### src/design/ptc_pkg.sv
`timescale 1ns / 1ps

package ptc_pkg;

  // saturation limits of the effective configuration
  localparam int MaxCanvasDim = 4096;
  localparam int MaxBlockRes  = 64;

  localparam int CoordW  = 12;  // local and canvas coordinates
  localparam int SizeW   = 13;  // patch size and canvas dimensions
  localparam int ResW    = 7;   // block resolution
  localparam int OrgW    = 19;  // origin times resolution
  localparam int SpanW   = 20;  // size times resolution
  localparam int PosW    = 21;  // term plus origin
  localparam int IndexW  = 24;
  localparam int CfgIdxW = 3;

  typedef enum logic [CfgIdxW-1:0] {
    CfgOriginU   = 3'd0,
    CfgOriginV   = 3'd1,
    CfgSizeU     = 3'd2,
    CfgSizeV     = 3'd3,
    CfgOrient    = 3'd4,
    CfgBlockRes  = 3'd5,
    CfgCanvasW   = 3'd6,
    CfgCanvasH   = 3'd7
  } cfg_idx_e;

  typedef enum logic [3:0] {
    OrDefault = 4'd0,
    OrRot90   = 4'd1,
    OrRot180  = 4'd2,
    OrRot270  = 4'd3,
    OrMirror  = 4'd4,
    OrMRot90  = 4'd5,
    OrMRot180 = 4'd6,
    OrMRot270 = 4'd7,
    OrSwap    = 4'd8
  } orient_e;

  // effective configuration, resolution and canvas already saturated
  typedef struct packed {
    logic [CoordW-1:0] origin_u;
    logic [CoordW-1:0] origin_v;
    logic [SizeW-1:0]  size_u;
    logic [SizeW-1:0]  size_v;
    orient_e           orient;
    logic [ResW-1:0]   block_res;
    logic [SizeW-1:0]  canvas_w;
    logic [SizeW-1:0]  canvas_h;
  } cfg_t;

  // oriented terms before the origin is added
  typedef struct packed {
    logic             valid;
    logic             bad;
    logic [SpanW-1:0] xt;
    logic [SpanW-1:0] yt;
    logic [OrgW-1:0]  ou;
    logic [OrgW-1:0]  ov;
  } term_t;

  // canvas position after bounds check
  typedef struct packed {
    logic             valid;
    logic             bad;
    logic [SizeW-1:0] x;
    logic [SizeW-1:0] y;
  } place_t;

endpackage

### src/design/ptc_cfg.sv
`timescale 1ns / 1ps

module ptc_cfg (
  input  logic                           clk_i,
  input  logic                           rst_ni,
  input  logic                           cfg_we_i,
  input  logic [ptc_pkg::CfgIdxW-1:0]    cfg_addr_i,
  input  logic [ptc_pkg::SizeW-1:0]      cfg_wdata_i,
  output ptc_pkg::cfg_t                  cfg_o
);

  localparam int ResW  = ptc_pkg::ResW;
  localparam int SizeW = ptc_pkg::SizeW;

  ptc_pkg::cfg_t cfg_q;

  always_ff @(posedge clk_i or negedge rst_ni) begin
    if (!rst_ni) begin
      cfg_q.origin_u  <= '0;
      cfg_q.origin_v  <= '0;
      cfg_q.size_u    <= SizeW'(1);
      cfg_q.size_v    <= SizeW'(1);
      cfg_q.orient    <= ptc_pkg::OrDefault;
      cfg_q.block_res <= ResW'(1);
      cfg_q.canvas_w  <= SizeW'(4096);
      cfg_q.canvas_h  <= SizeW'(4096);
    end else if (cfg_we_i) begin
      case (ptc_pkg::cfg_idx_e'(cfg_addr_i))
        ptc_pkg::CfgOriginU:  cfg_q.origin_u  <= cfg_wdata_i[11:0];
        ptc_pkg::CfgOriginV:  cfg_q.origin_v  <= cfg_wdata_i[11:0];
        ptc_pkg::CfgSizeU:    cfg_q.size_u    <= cfg_wdata_i;
        ptc_pkg::CfgSizeV:    cfg_q.size_v    <= cfg_wdata_i;
        ptc_pkg::CfgOrient:   cfg_q.orient    <= ptc_pkg::orient_e'(cfg_wdata_i[3:0]);
        ptc_pkg::CfgBlockRes: cfg_q.block_res <= cfg_wdata_i[ResW-1:0];
        ptc_pkg::CfgCanvasW:  cfg_q.canvas_w  <= cfg_wdata_i;
        ptc_pkg::CfgCanvasH:  cfg_q.canvas_h  <= cfg_wdata_i;
        default: ;
      endcase
    end
  end

  // saturate resolution and canvas to their limits
  always_comb begin
    cfg_o = cfg_q;
    if (int'(cfg_q.block_res) > ptc_pkg::MaxBlockRes) begin
      cfg_o.block_res = ResW'(ptc_pkg::MaxBlockRes);
    end
    if (int'(cfg_q.canvas_w) > ptc_pkg::MaxCanvasDim) begin
      cfg_o.canvas_w = SizeW'(ptc_pkg::MaxCanvasDim);
    end
    if (int'(cfg_q.canvas_h) > ptc_pkg::MaxCanvasDim) begin
      cfg_o.canvas_h = SizeW'(ptc_pkg::MaxCanvasDim);
    end
  end

endmodule

### src/design/ptc_orient.sv
`timescale 1ns / 1ps

module ptc_orient (
  input  logic                         clk_i,
  input  logic                         rst_ni,
  input  logic                         valid_i,
  input  logic [ptc_pkg::CoordW-1:0]   u_i,
  input  logic [ptc_pkg::CoordW-1:0]   v_i,
  input  ptc_pkg::cfg_t                cfg_i,
  output ptc_pkg::term_t               term_o
);

  localparam int CoordW = ptc_pkg::CoordW;
  localparam int OrgW   = ptc_pkg::OrgW;
  localparam int SpanW  = ptc_pkg::SpanW;

  // stage 1: scale origin and size by the block resolution
  logic                valid1_q;
  logic [CoordW-1:0]   u1_q, v1_q;
  logic [OrgW-1:0]     ou1_q, ov1_q;
  logic [SpanW-1:0]    su1_q, sv1_q;
  ptc_pkg::orient_e    orient1_q;

  always_ff @(posedge clk_i or negedge rst_ni) begin
    if (!rst_ni) begin
      valid1_q <= 1'b0;
    end else begin
      valid1_q <= valid_i;
    end
  end

  always_ff @(posedge clk_i) begin
    u1_q      <= u_i;
    v1_q      <= v_i;
    ou1_q     <= OrgW'(cfg_i.origin_u) * OrgW'(cfg_i.block_res);
    ov1_q     <= OrgW'(cfg_i.origin_v) * OrgW'(cfg_i.block_res);
    su1_q     <= SpanW'(cfg_i.size_u) * SpanW'(cfg_i.block_res);
    sv1_q     <= SpanW'(cfg_i.size_v) * SpanW'(cfg_i.block_res);
    orient1_q <= cfg_i.orient;
  end

  // stage 2: reflected terms and orientation select
  logic [SpanW-1:0] u_ext, v_ext, ru, rv;
  logic             ru_bad, rv_bad;
  ptc_pkg::term_t   term_d, term_q;

  always_comb begin
    u_ext  = SpanW'(u1_q);
    v_ext  = SpanW'(v1_q);
    ru_bad = u_ext >= su1_q;
    rv_bad = v_ext >= sv1_q;
    ru     = su1_q - SpanW'(1) - u_ext;
    rv     = sv1_q - SpanW'(1) - v_ext;

    term_d.valid = valid1_q;
    term_d.ou    = ou1_q;
    term_d.ov    = ov1_q;
    term_d.bad   = 1'b0;
    term_d.xt    = '0;
    term_d.yt    = '0;
    case (orient1_q)
      ptc_pkg::OrDefault: begin
        term_d.xt = u_ext;
        term_d.yt = v_ext;
      end
      ptc_pkg::OrRot90: begin
        term_d.xt  = rv;
        term_d.yt  = u_ext;
        term_d.bad = rv_bad;
      end
      ptc_pkg::OrRot180: begin
        term_d.xt  = ru;
        term_d.yt  = rv;
        term_d.bad = ru_bad | rv_bad;
      end
      ptc_pkg::OrRot270: begin
        term_d.xt  = v_ext;
        term_d.yt  = ru;
        term_d.bad = ru_bad;
      end
      ptc_pkg::OrMirror: begin
        term_d.xt  = ru;
        term_d.yt  = v_ext;
        term_d.bad = ru_bad;
      end
      ptc_pkg::OrMRot90: begin
        term_d.xt  = rv;
        term_d.yt  = ru;
        term_d.bad = ru_bad | rv_bad;
      end
      ptc_pkg::OrMRot180: begin
        term_d.xt  = u_ext;
        term_d.yt  = rv;
        term_d.bad = rv_bad;
      end
      ptc_pkg::OrMRot270, ptc_pkg::OrSwap: begin
        term_d.xt = v_ext;
        term_d.yt = u_ext;
      end
      default: begin
        term_d.bad = 1'b1;  // undefined orientation code
      end
    endcase
  end

  always_ff @(posedge clk_i or negedge rst_ni) begin
    if (!rst_ni) begin
      term_q <= '0;
    end else begin
      term_q <= term_d;
    end
  end

  assign term_o = term_q;

endmodule

### src/design/ptc_place.sv
`timescale 1ns / 1ps

module ptc_place (
  input  logic             clk_i,
  input  logic             rst_ni,
  input  ptc_pkg::term_t   term_i,
  input  ptc_pkg::cfg_t    cfg_i,
  output ptc_pkg::place_t  place_o
);

  localparam int PosW  = ptc_pkg::PosW;
  localparam int SizeW = ptc_pkg::SizeW;

  logic [PosW-1:0]  x, y;
  ptc_pkg::place_t  place_q;

  // origin add, then bounds check against the canvas
  always_comb begin
    x = PosW'(term_i.xt) + PosW'(term_i.ou);
    y = PosW'(term_i.yt) + PosW'(term_i.ov);
  end

  always_ff @(posedge clk_i or negedge rst_ni) begin
    if (!rst_ni) begin
      place_q <= '0;
    end else begin
      place_q.valid <= term_i.valid;
      place_q.bad   <= term_i.bad | (x >= PosW'(cfg_i.canvas_w)) |
                       (y >= PosW'(cfg_i.canvas_h));
      place_q.x     <= x[SizeW-1:0];
      place_q.y     <= y[SizeW-1:0];
    end
  end

  assign place_o = place_q;

endmodule

### src/design/ptc_index.sv
`timescale 1ns / 1ps

module ptc_index (
  input  logic                         clk_i,
  input  logic                         rst_ni,
  input  ptc_pkg::place_t              place_i,
  input  ptc_pkg::cfg_t                cfg_i,
  output logic                         done_o,
  output logic [ptc_pkg::CoordW-1:0]   canvas_x_o,
  output logic [ptc_pkg::CoordW-1:0]   canvas_y_o,
  output logic [ptc_pkg::IndexW-1:0]   canvas_index_o,
  output logic                         out_of_range_o
);

  localparam int CoordW = ptc_pkg::CoordW;
  localparam int SizeW  = ptc_pkg::SizeW;
  localparam int IndexW = ptc_pkg::IndexW;
  localparam int ProdW  = 2 * SizeW;

  // stage 4: row offset
  logic [ProdW-1:0]  prod;
  logic              valid4_q, bad4_q;
  logic [SizeW-1:0]  x4_q, y4_q;
  logic [IndexW-1:0] row4_q;

  assign prod = ProdW'(cfg_i.canvas_w) * ProdW'(place_i.y);

  always_ff @(posedge clk_i or negedge rst_ni) begin
    if (!rst_ni) begin
      valid4_q <= 1'b0;
    end else begin
      valid4_q <= place_i.valid;
    end
  end

  always_ff @(posedge clk_i) begin
    bad4_q <= place_i.bad;
    x4_q   <= place_i.x;
    y4_q   <= place_i.y;
    row4_q <= prod[IndexW-1:0];
  end

  // stage 5: index and output register, zeroed when out of range
  logic done_q;

  always_ff @(posedge clk_i or negedge rst_ni) begin
    if (!rst_ni) begin
      done_q <= 1'b0;
    end else begin
      done_q <= valid4_q;
    end
  end

  always_ff @(posedge clk_i) begin
    out_of_range_o <= bad4_q;
    if (bad4_q) begin
      canvas_x_o     <= '0;
      canvas_y_o     <= '0;
      canvas_index_o <= '0;
    end else begin
      canvas_x_o     <= x4_q[CoordW-1:0];
      canvas_y_o     <= y4_q[CoordW-1:0];
      canvas_index_o <= row4_q + IndexW'(x4_q);
    end
  end

  assign done_o = done_q;

endmodule

### src/design/patch_to_canvas_coordinate_map.sv
`timescale 1ns / 1ps

// patch-to-canvas coordinate map: takes a patch-local (u,v) request on start and
// returns the canvas column, row and linear index x + canvas_width * y with an
// out_of_range flag. one request is taken every clock (busy stays low) and its
// result is shown on done_o for one cycle, one result per request, in order,
// after passing the five register stages (resolution scaling, orientation select,
// origin add and bounds check, row multiply, index add). the receiver cannot
// stall, so results must be taken in the cycle they are shown. configuration
// writes are registered; write only while no request is in flight. out-of-range
// results carry zero coordinates and index. block resolution saturates at 64
// and canvas sizes at 4096.
module patch_to_canvas_coordinate_map (
  input  logic                         clk_i,
  input  logic                         rst_ni,
  // request channel
  input  logic                         start,
  output logic                         busy,
  input  logic [ptc_pkg::CoordW-1:0]   local_u_i,
  input  logic [ptc_pkg::CoordW-1:0]   local_v_i,
  // configuration write port
  input  logic                         cfg_we_i,
  input  logic [ptc_pkg::CfgIdxW-1:0]  cfg_addr_i,
  input  logic [ptc_pkg::SizeW-1:0]    cfg_wdata_i,
  // result channel
  output logic                         done_o,
  output logic [ptc_pkg::CoordW-1:0]   canvas_x_o,
  output logic [ptc_pkg::CoordW-1:0]   canvas_y_o,
  output logic [ptc_pkg::IndexW-1:0]   canvas_index_o,
  output logic                         out_of_range_o
);

  ptc_pkg::cfg_t   cfg;
  ptc_pkg::term_t  term;
  ptc_pkg::place_t place;
  logic            accept;

  // fully pipelined, never holds off a request
  assign busy   = 1'b0;
  assign accept = start & ~busy;

  // register file with saturated effective values
  ptc_cfg u_cfg (
    .clk_i       (clk_i),
    .rst_ni      (rst_ni),
    .cfg_we_i    (cfg_we_i),
    .cfg_addr_i  (cfg_addr_i),
    .cfg_wdata_i (cfg_wdata_i),
    .cfg_o       (cfg)
  );

  // stages 1 and 2: scale by resolution, reflect and select per orientation
  ptc_orient u_orient (
    .clk_i   (clk_i),
    .rst_ni  (rst_ni),
    .valid_i (accept),
    .u_i     (local_u_i),
    .v_i     (local_v_i),
    .cfg_i   (cfg),
    .term_o  (term)
  );

  // stage 3: add origin, check canvas bounds
  ptc_place u_place (
    .clk_i   (clk_i),
    .rst_ni  (rst_ni),
    .term_i  (term),
    .cfg_i   (cfg),
    .place_o (place)
  );

  // stages 4 and 5: linear index and result register
  ptc_index u_index (
    .clk_i          (clk_i),
    .rst_ni         (rst_ni),
    .place_i        (place),
    .cfg_i          (cfg),
    .done_o         (done_o),
    .canvas_x_o     (canvas_x_o),
    .canvas_y_o     (canvas_y_o),
    .canvas_index_o (canvas_index_o),
    .out_of_range_o (out_of_range_o)
  );

endmodule

### config.mk
export PLATFORM = sky130hd
export DESIGN_NAME = patch_to_canvas_coordinate_map
export DESIGN_NICKNAME = d
export VERILOG_FILES = /design/src/design/ptc_pkg.sv /design/src/design/ptc_cfg.sv /design/src/design/ptc_orient.sv /design/src/design/ptc_place.sv /design/src/design/ptc_index.sv /design/src/design/patch_to_canvas_coordinate_map.sv
export SDC_FILE = /design/constraint.sdc
export NUM_CORES = 2
export LEC_CHECK = 0
export ABC_AREA = 1
export BUFFER_PORTS_ARGS = -buffer_cell sky130_fd_sc_hd__clkbuf_2
export CAP_MARGIN = 30
export CORE_AREA = 2 2 262 264
export CTS_BUF_LIST = sky130_fd_sc_hd__clkbuf_4 sky130_fd_sc_hd__clkbuf_8
export CTS_CLUSTER_SIZE = 24
export DETAILED_ROUTE_END_ITERATION = 6
export DIE_AREA = 0 0 264 266
export GPL_TIMING_DRIVEN = 0
export PLACE_DENSITY = 0.66
export SETUP_SLACK_MARGIN = 0.4
export SLEW_MARGIN = 10
export SYNTH_ARGS = -nofsm -noshare
export SYNTH_HDL_FRONTEND = slang
export SYNTH_SLANG_ARGS = --single-unit
### constraint.sdc
create_clock -name clk_i -period 17 [get_ports clk_i]
set_clock_uncertainty 0.15 [all_clocks]
set_input_delay 1.7 -clock clk_i [delete_from_list [all_inputs] [get_ports clk_i]]
set_output_delay 1.7 -clock clk_i [all_outputs]
set_load 0.1 [all_outputs]
==> flow_metrics.tcl <==
set metrics [dict create \
    drt-initial-drc-count 2094 \
    min_path_cells 0 \
    drive_above_1_share_pct 7.21 \
    synthSimpleGateAreaFrac_pct 18.9 \
    yosysSeqAreaShare_pct 27.2 \
    cts_setup_buffers 0 \
    powerDensity_nw_per_um2 195 \
    relSlewSlack_pct 28.7 \
    cp.required_ps 17370 \
    dp.cells 5103 \
    drv_cap 0 \
    rsz0062_at_grt "no" \
    die_y_um 266 \
    worstPathArrival_ps 6970 \
    synth_top_family_by_area "adder cells" \
    ctsResizeCount 0 \
    synth_cells 4126 \
    routed_via_density 5.20 \
    synth_cell_type_count 54 \
    post-route-drc-count 0 \
    antenna_found_initial 2 \
    drv_slew 0 \
    vdd_ir_drop_max_uv 163 \
    synthesis.nets 4838 \
    clockRootBuffer "clkbuf_8" \
    clk_path_buf_depth 3 \
    cts_tree "built" \
    stdcell_count 5238 \
    fillers 6506 \
    die_w_um 264 \
    grt_pass1_vias 27900 \
    start_kind "register" \
    r2r_end "u_orient.ov1_q[13]$_DFF_P_" \
    die_area_um2 70200 \
    numCtsBuffers 72 \
    ys_async_sr_fraction_pct 49.1 \
    drtPass1Iterations 6 \
    timing_hold_violations_final 0 \
    multi_input_area_um2 21000 \
    cts_sinks 403 \
    io_pins 95 \
    grt_pass1_wl_um 149000 \
    antenna_left 0 \
    p_leak_nw 19.6 \
    status "finished clean" \
    num_vias 27200 \
    setup_viol 0 \
    place.gp.congestion 0.973 \
    whs_endpoint "u_orient.term_o[8]$_DFF_PN0_" \
    wirelength_um 93700 \
    area_growth_pct 9.93 \
    synth_xor_area_share_pct 3.36 \
    rrSetupSlack_ps 10390 \
    synthFlopType "dfxtp_1" \
    synth.avg_cell_area_um2 8.09 \
    htree_num_levels 3 \
    synth_area_um2 33400 \
    fin_crit_sh_pct 38.9 \
    grt_overflow 0 \
    insertion_delay_ps 670 \
    routedWlPerCell_um 17.9 \
    worstSetupEndpointType "register" \
    post-dp-hpwl_um 76700 \
    r2r_cells 18 \
    hp-start "u_orient.ov1_q[8]$_DFF_P_" \
    grt_max_degree 96 \
    fp-row-count 96 \
    regArea_um2 9060 \
    synth_edf_count 0 \
    max_freq_mhz 151 \
    track_usage_pct 27.5 \
    synth_compound_area_share_pct 8.03 \
    clk_pin_slew_ps 60 \
    tightestPinTransition_ps 1070 \
    synth_mux_area_share_pct 0 \
    yosys_warnings 0 \
    setup_tns_ps 0 \
    criticalPathCategory "reg2reg" \
    min_period_ps 6610 \
    hold_buffers 0 \
    rr_startpoint "u_cfg.cfg_q[32]$_DFFE_PN0P_" \
    core_um2 67700 \
    ys_ff_latch 403 \
    synthAdderAreaFrac_pct 32.5 \
    layout.nets 5007 \
    hold_path.class "reg2reg" \
    portBuffers 93 \
    start_util_pct 49.2 \
    worstPathMaxFanout 10 \
]
==> sequential cells by signal (all words and copies together), names as in the netlist, 13 cells and up <==
register and count:
u_place.place_o 28, u_orient.su1_q 20, u_cfg.cfg_o 54, u_index.x4_q 13, u_orient.ou1_q 19, u_orient.sv1_q 20, u_cfg.cfg_q 33, u_index.row4_q 24
u_orient.term_o 80, u_orient.ov1_q 19, u_index.canvas_index_o 24
==> how the worst max path moves through the flow <==
stage / end / slack (ps) / cells after the start / startpoint
5_1_grt: u_orient.ou1_q[13]$_DFF_P_ / 10240 / 19 / u_cfg.cfg_q[32]$_DFFE_PN0P_
4_1_cts: u_orient.ov1_q[13]$_DFF_P_ / 10520 / 18 / u_cfg.cfg_q[32]$_DFFE_PN0P_
2_1_floorplan: u_index.row4_q[20]$_DFF_P_ / 11600 / 23 / u_cfg.cfg_q[25]$_DFFE_PN1P_
3_5_place_dp: u_orient.ov1_q[13]$_DFF_P_ / 10540 / 18 / u_cfg.cfg_q[32]$_DFFE_PN0P_
6_report: u_orient.ov1_q[13]$_DFF_P_ / 10390 / 18 / u_cfg.cfg_q[32]$_DFFE_PN0P_
3_3_place_gp: u_index.done_o$_DFF_PN0_ / 10080 / 1 / rst_ni
==> power breakdown <==
group,internal (mW),switching (mW)
registers,1.28,0.208
clock network,0.612,0.433
logic,1.57,3.03
total,3.47,3.68
==> placed cells by master (no fill, tap or decap), types with 9 or more instances in the layout <==
master,n
buf_1,13
xnor2_1,40
nand4_1,38
buf_2,16
fa_1,331
inv_2,17
dfrtp_1,193
o2111ai_1,13
nor4_1,9
nor3_1,24
clkbuf_4,26
nand2_1,958
clkbuf_1,47
dfxtp_1,205
clkbuf_8,86
o21ai_0,180
clkbuf_2,109
a21o_1,14
inv_1,760
ha_1,337
nand3_1,143
a21oi_1,201
xor2_1,88
nor2_1,369
==> kinds of logic after synthesis <==
family                     Yosys count
DFF                                403
other                                1
and+or+nand+nor                   1569
adders and majority gates          668
buffers and inverters              877
xor gates and xnor gates           128
AOI/OAI and AO/OA                  480
==> synthesized netlist by cell type (5+ instances only) <==
cell / instances / area [um^2]
fa_1: 331 / 6630
buf_1: 13 / 48.8
nor2_2: 8 / 50.1
xnor2_1: 40 / 350
inv_2: 17 / 63.8
nor3_1: 24 / 120
xor2_1: 88 / 771
buf_2: 16 / 80.1
o31ai_1: 6 / 45.0
nand3b_1: 7 / 52.6
nor4_1: 9 / 56.3
a31oi_1: 5 / 31.3
o21ai_0: 180 / 901
o21ai_1: 8 / 40.0
clkinv_1: 6 / 22.5
dfstp_2: 5 / 131
nand2_1: 958 / 3600
nand3_1: 143 / 716
o21ai_2: 5 / 43.8
ha_1: 337 / 4220
dfxtp_1: 205 / 4100
o211ai_1: 8 / 60.1
clkbuf_1: 47 / 176
o2111ai_1: 13 / 114
a21oi_1: 201 / 1010
nor2_1: 369 / 1390
a21o_1: 14 / 105
dfrtp_1: 193 / 4830
o21bai_1: 8 / 60.1
nand4_1: 38 / 238
o21a_1: 7 / 52.6
and2_1: 5 / 31.3
clkbuf_2: 17 / 85.1
inv_1: 760 / 2850
==> area by class of cell <==
cell class	instances	share of cell area (%)
multi-input combinational	2846	57.2
sequential	403	24.7
inverter	783	8.01
clock buffer	111	3.72
tap	882	3.01
timing repair buffer	95	1.44
buffer	94	1.08
clock inverter	22	0.849
antenna	2	0.0136
==> worst max-delay path: stages, from the launching register on <==
cell,delay [ps]
dfrtp_1,350
buf_2,200
nor2_1,820
inv_1,470
clkbuf_1,520
nor2_1,250
fa_1,450
inv_1,90
fa_1,400
fa_1,490
inv_1,50
fa_1,440
ha_1,340
a21o_1,170
a21oi_1,210
o21ai_0,170
a21boi_0,300
o21ai_0,150
xor2_1,420
==> layer usage <==
layer | routed length (um) | vias to the layer above | global-route usage (%) | part of all wire [%]
met5 | 0 | - | 0 | 0
met3 | 5520 | 215 | 4.27 | 5.9
met4 | 5380 | 0 | 14.4 | 5.7
li1 | - | 13100 | - | -
met1 | 37100 | 13000 | 32.3 | 40
met2 | 45700 | 877 | 48.6 | 49
==> stage by stage <==
| step | cell area [um^2] | worst slack, ps | power [mW] | hold WS, ps | utilization (%) |
|---|---|---|---|---|---|
| 2_1_floorplan | 33400 | 11600 | 4.67 | 166 | - |
| 3_3_place_gp | 34900 | 10080 | 6.04 | 166 | 51.6 |
| 3_5_place_dp | 35000 | 10540 | 6.09 | 170 | 51.7 |
| 4_1_cts | 36700 | 10520 | 7.18 | 155 | 54.1 |
| 5_1_grt | 36700 | 10240 | 7.84 | 156 | 54.1 |
| 6_report | 36700 | 10390 | 7.14 | 157 | 54.1 |
Note: power is estimated with default switching activity, not from simulation.
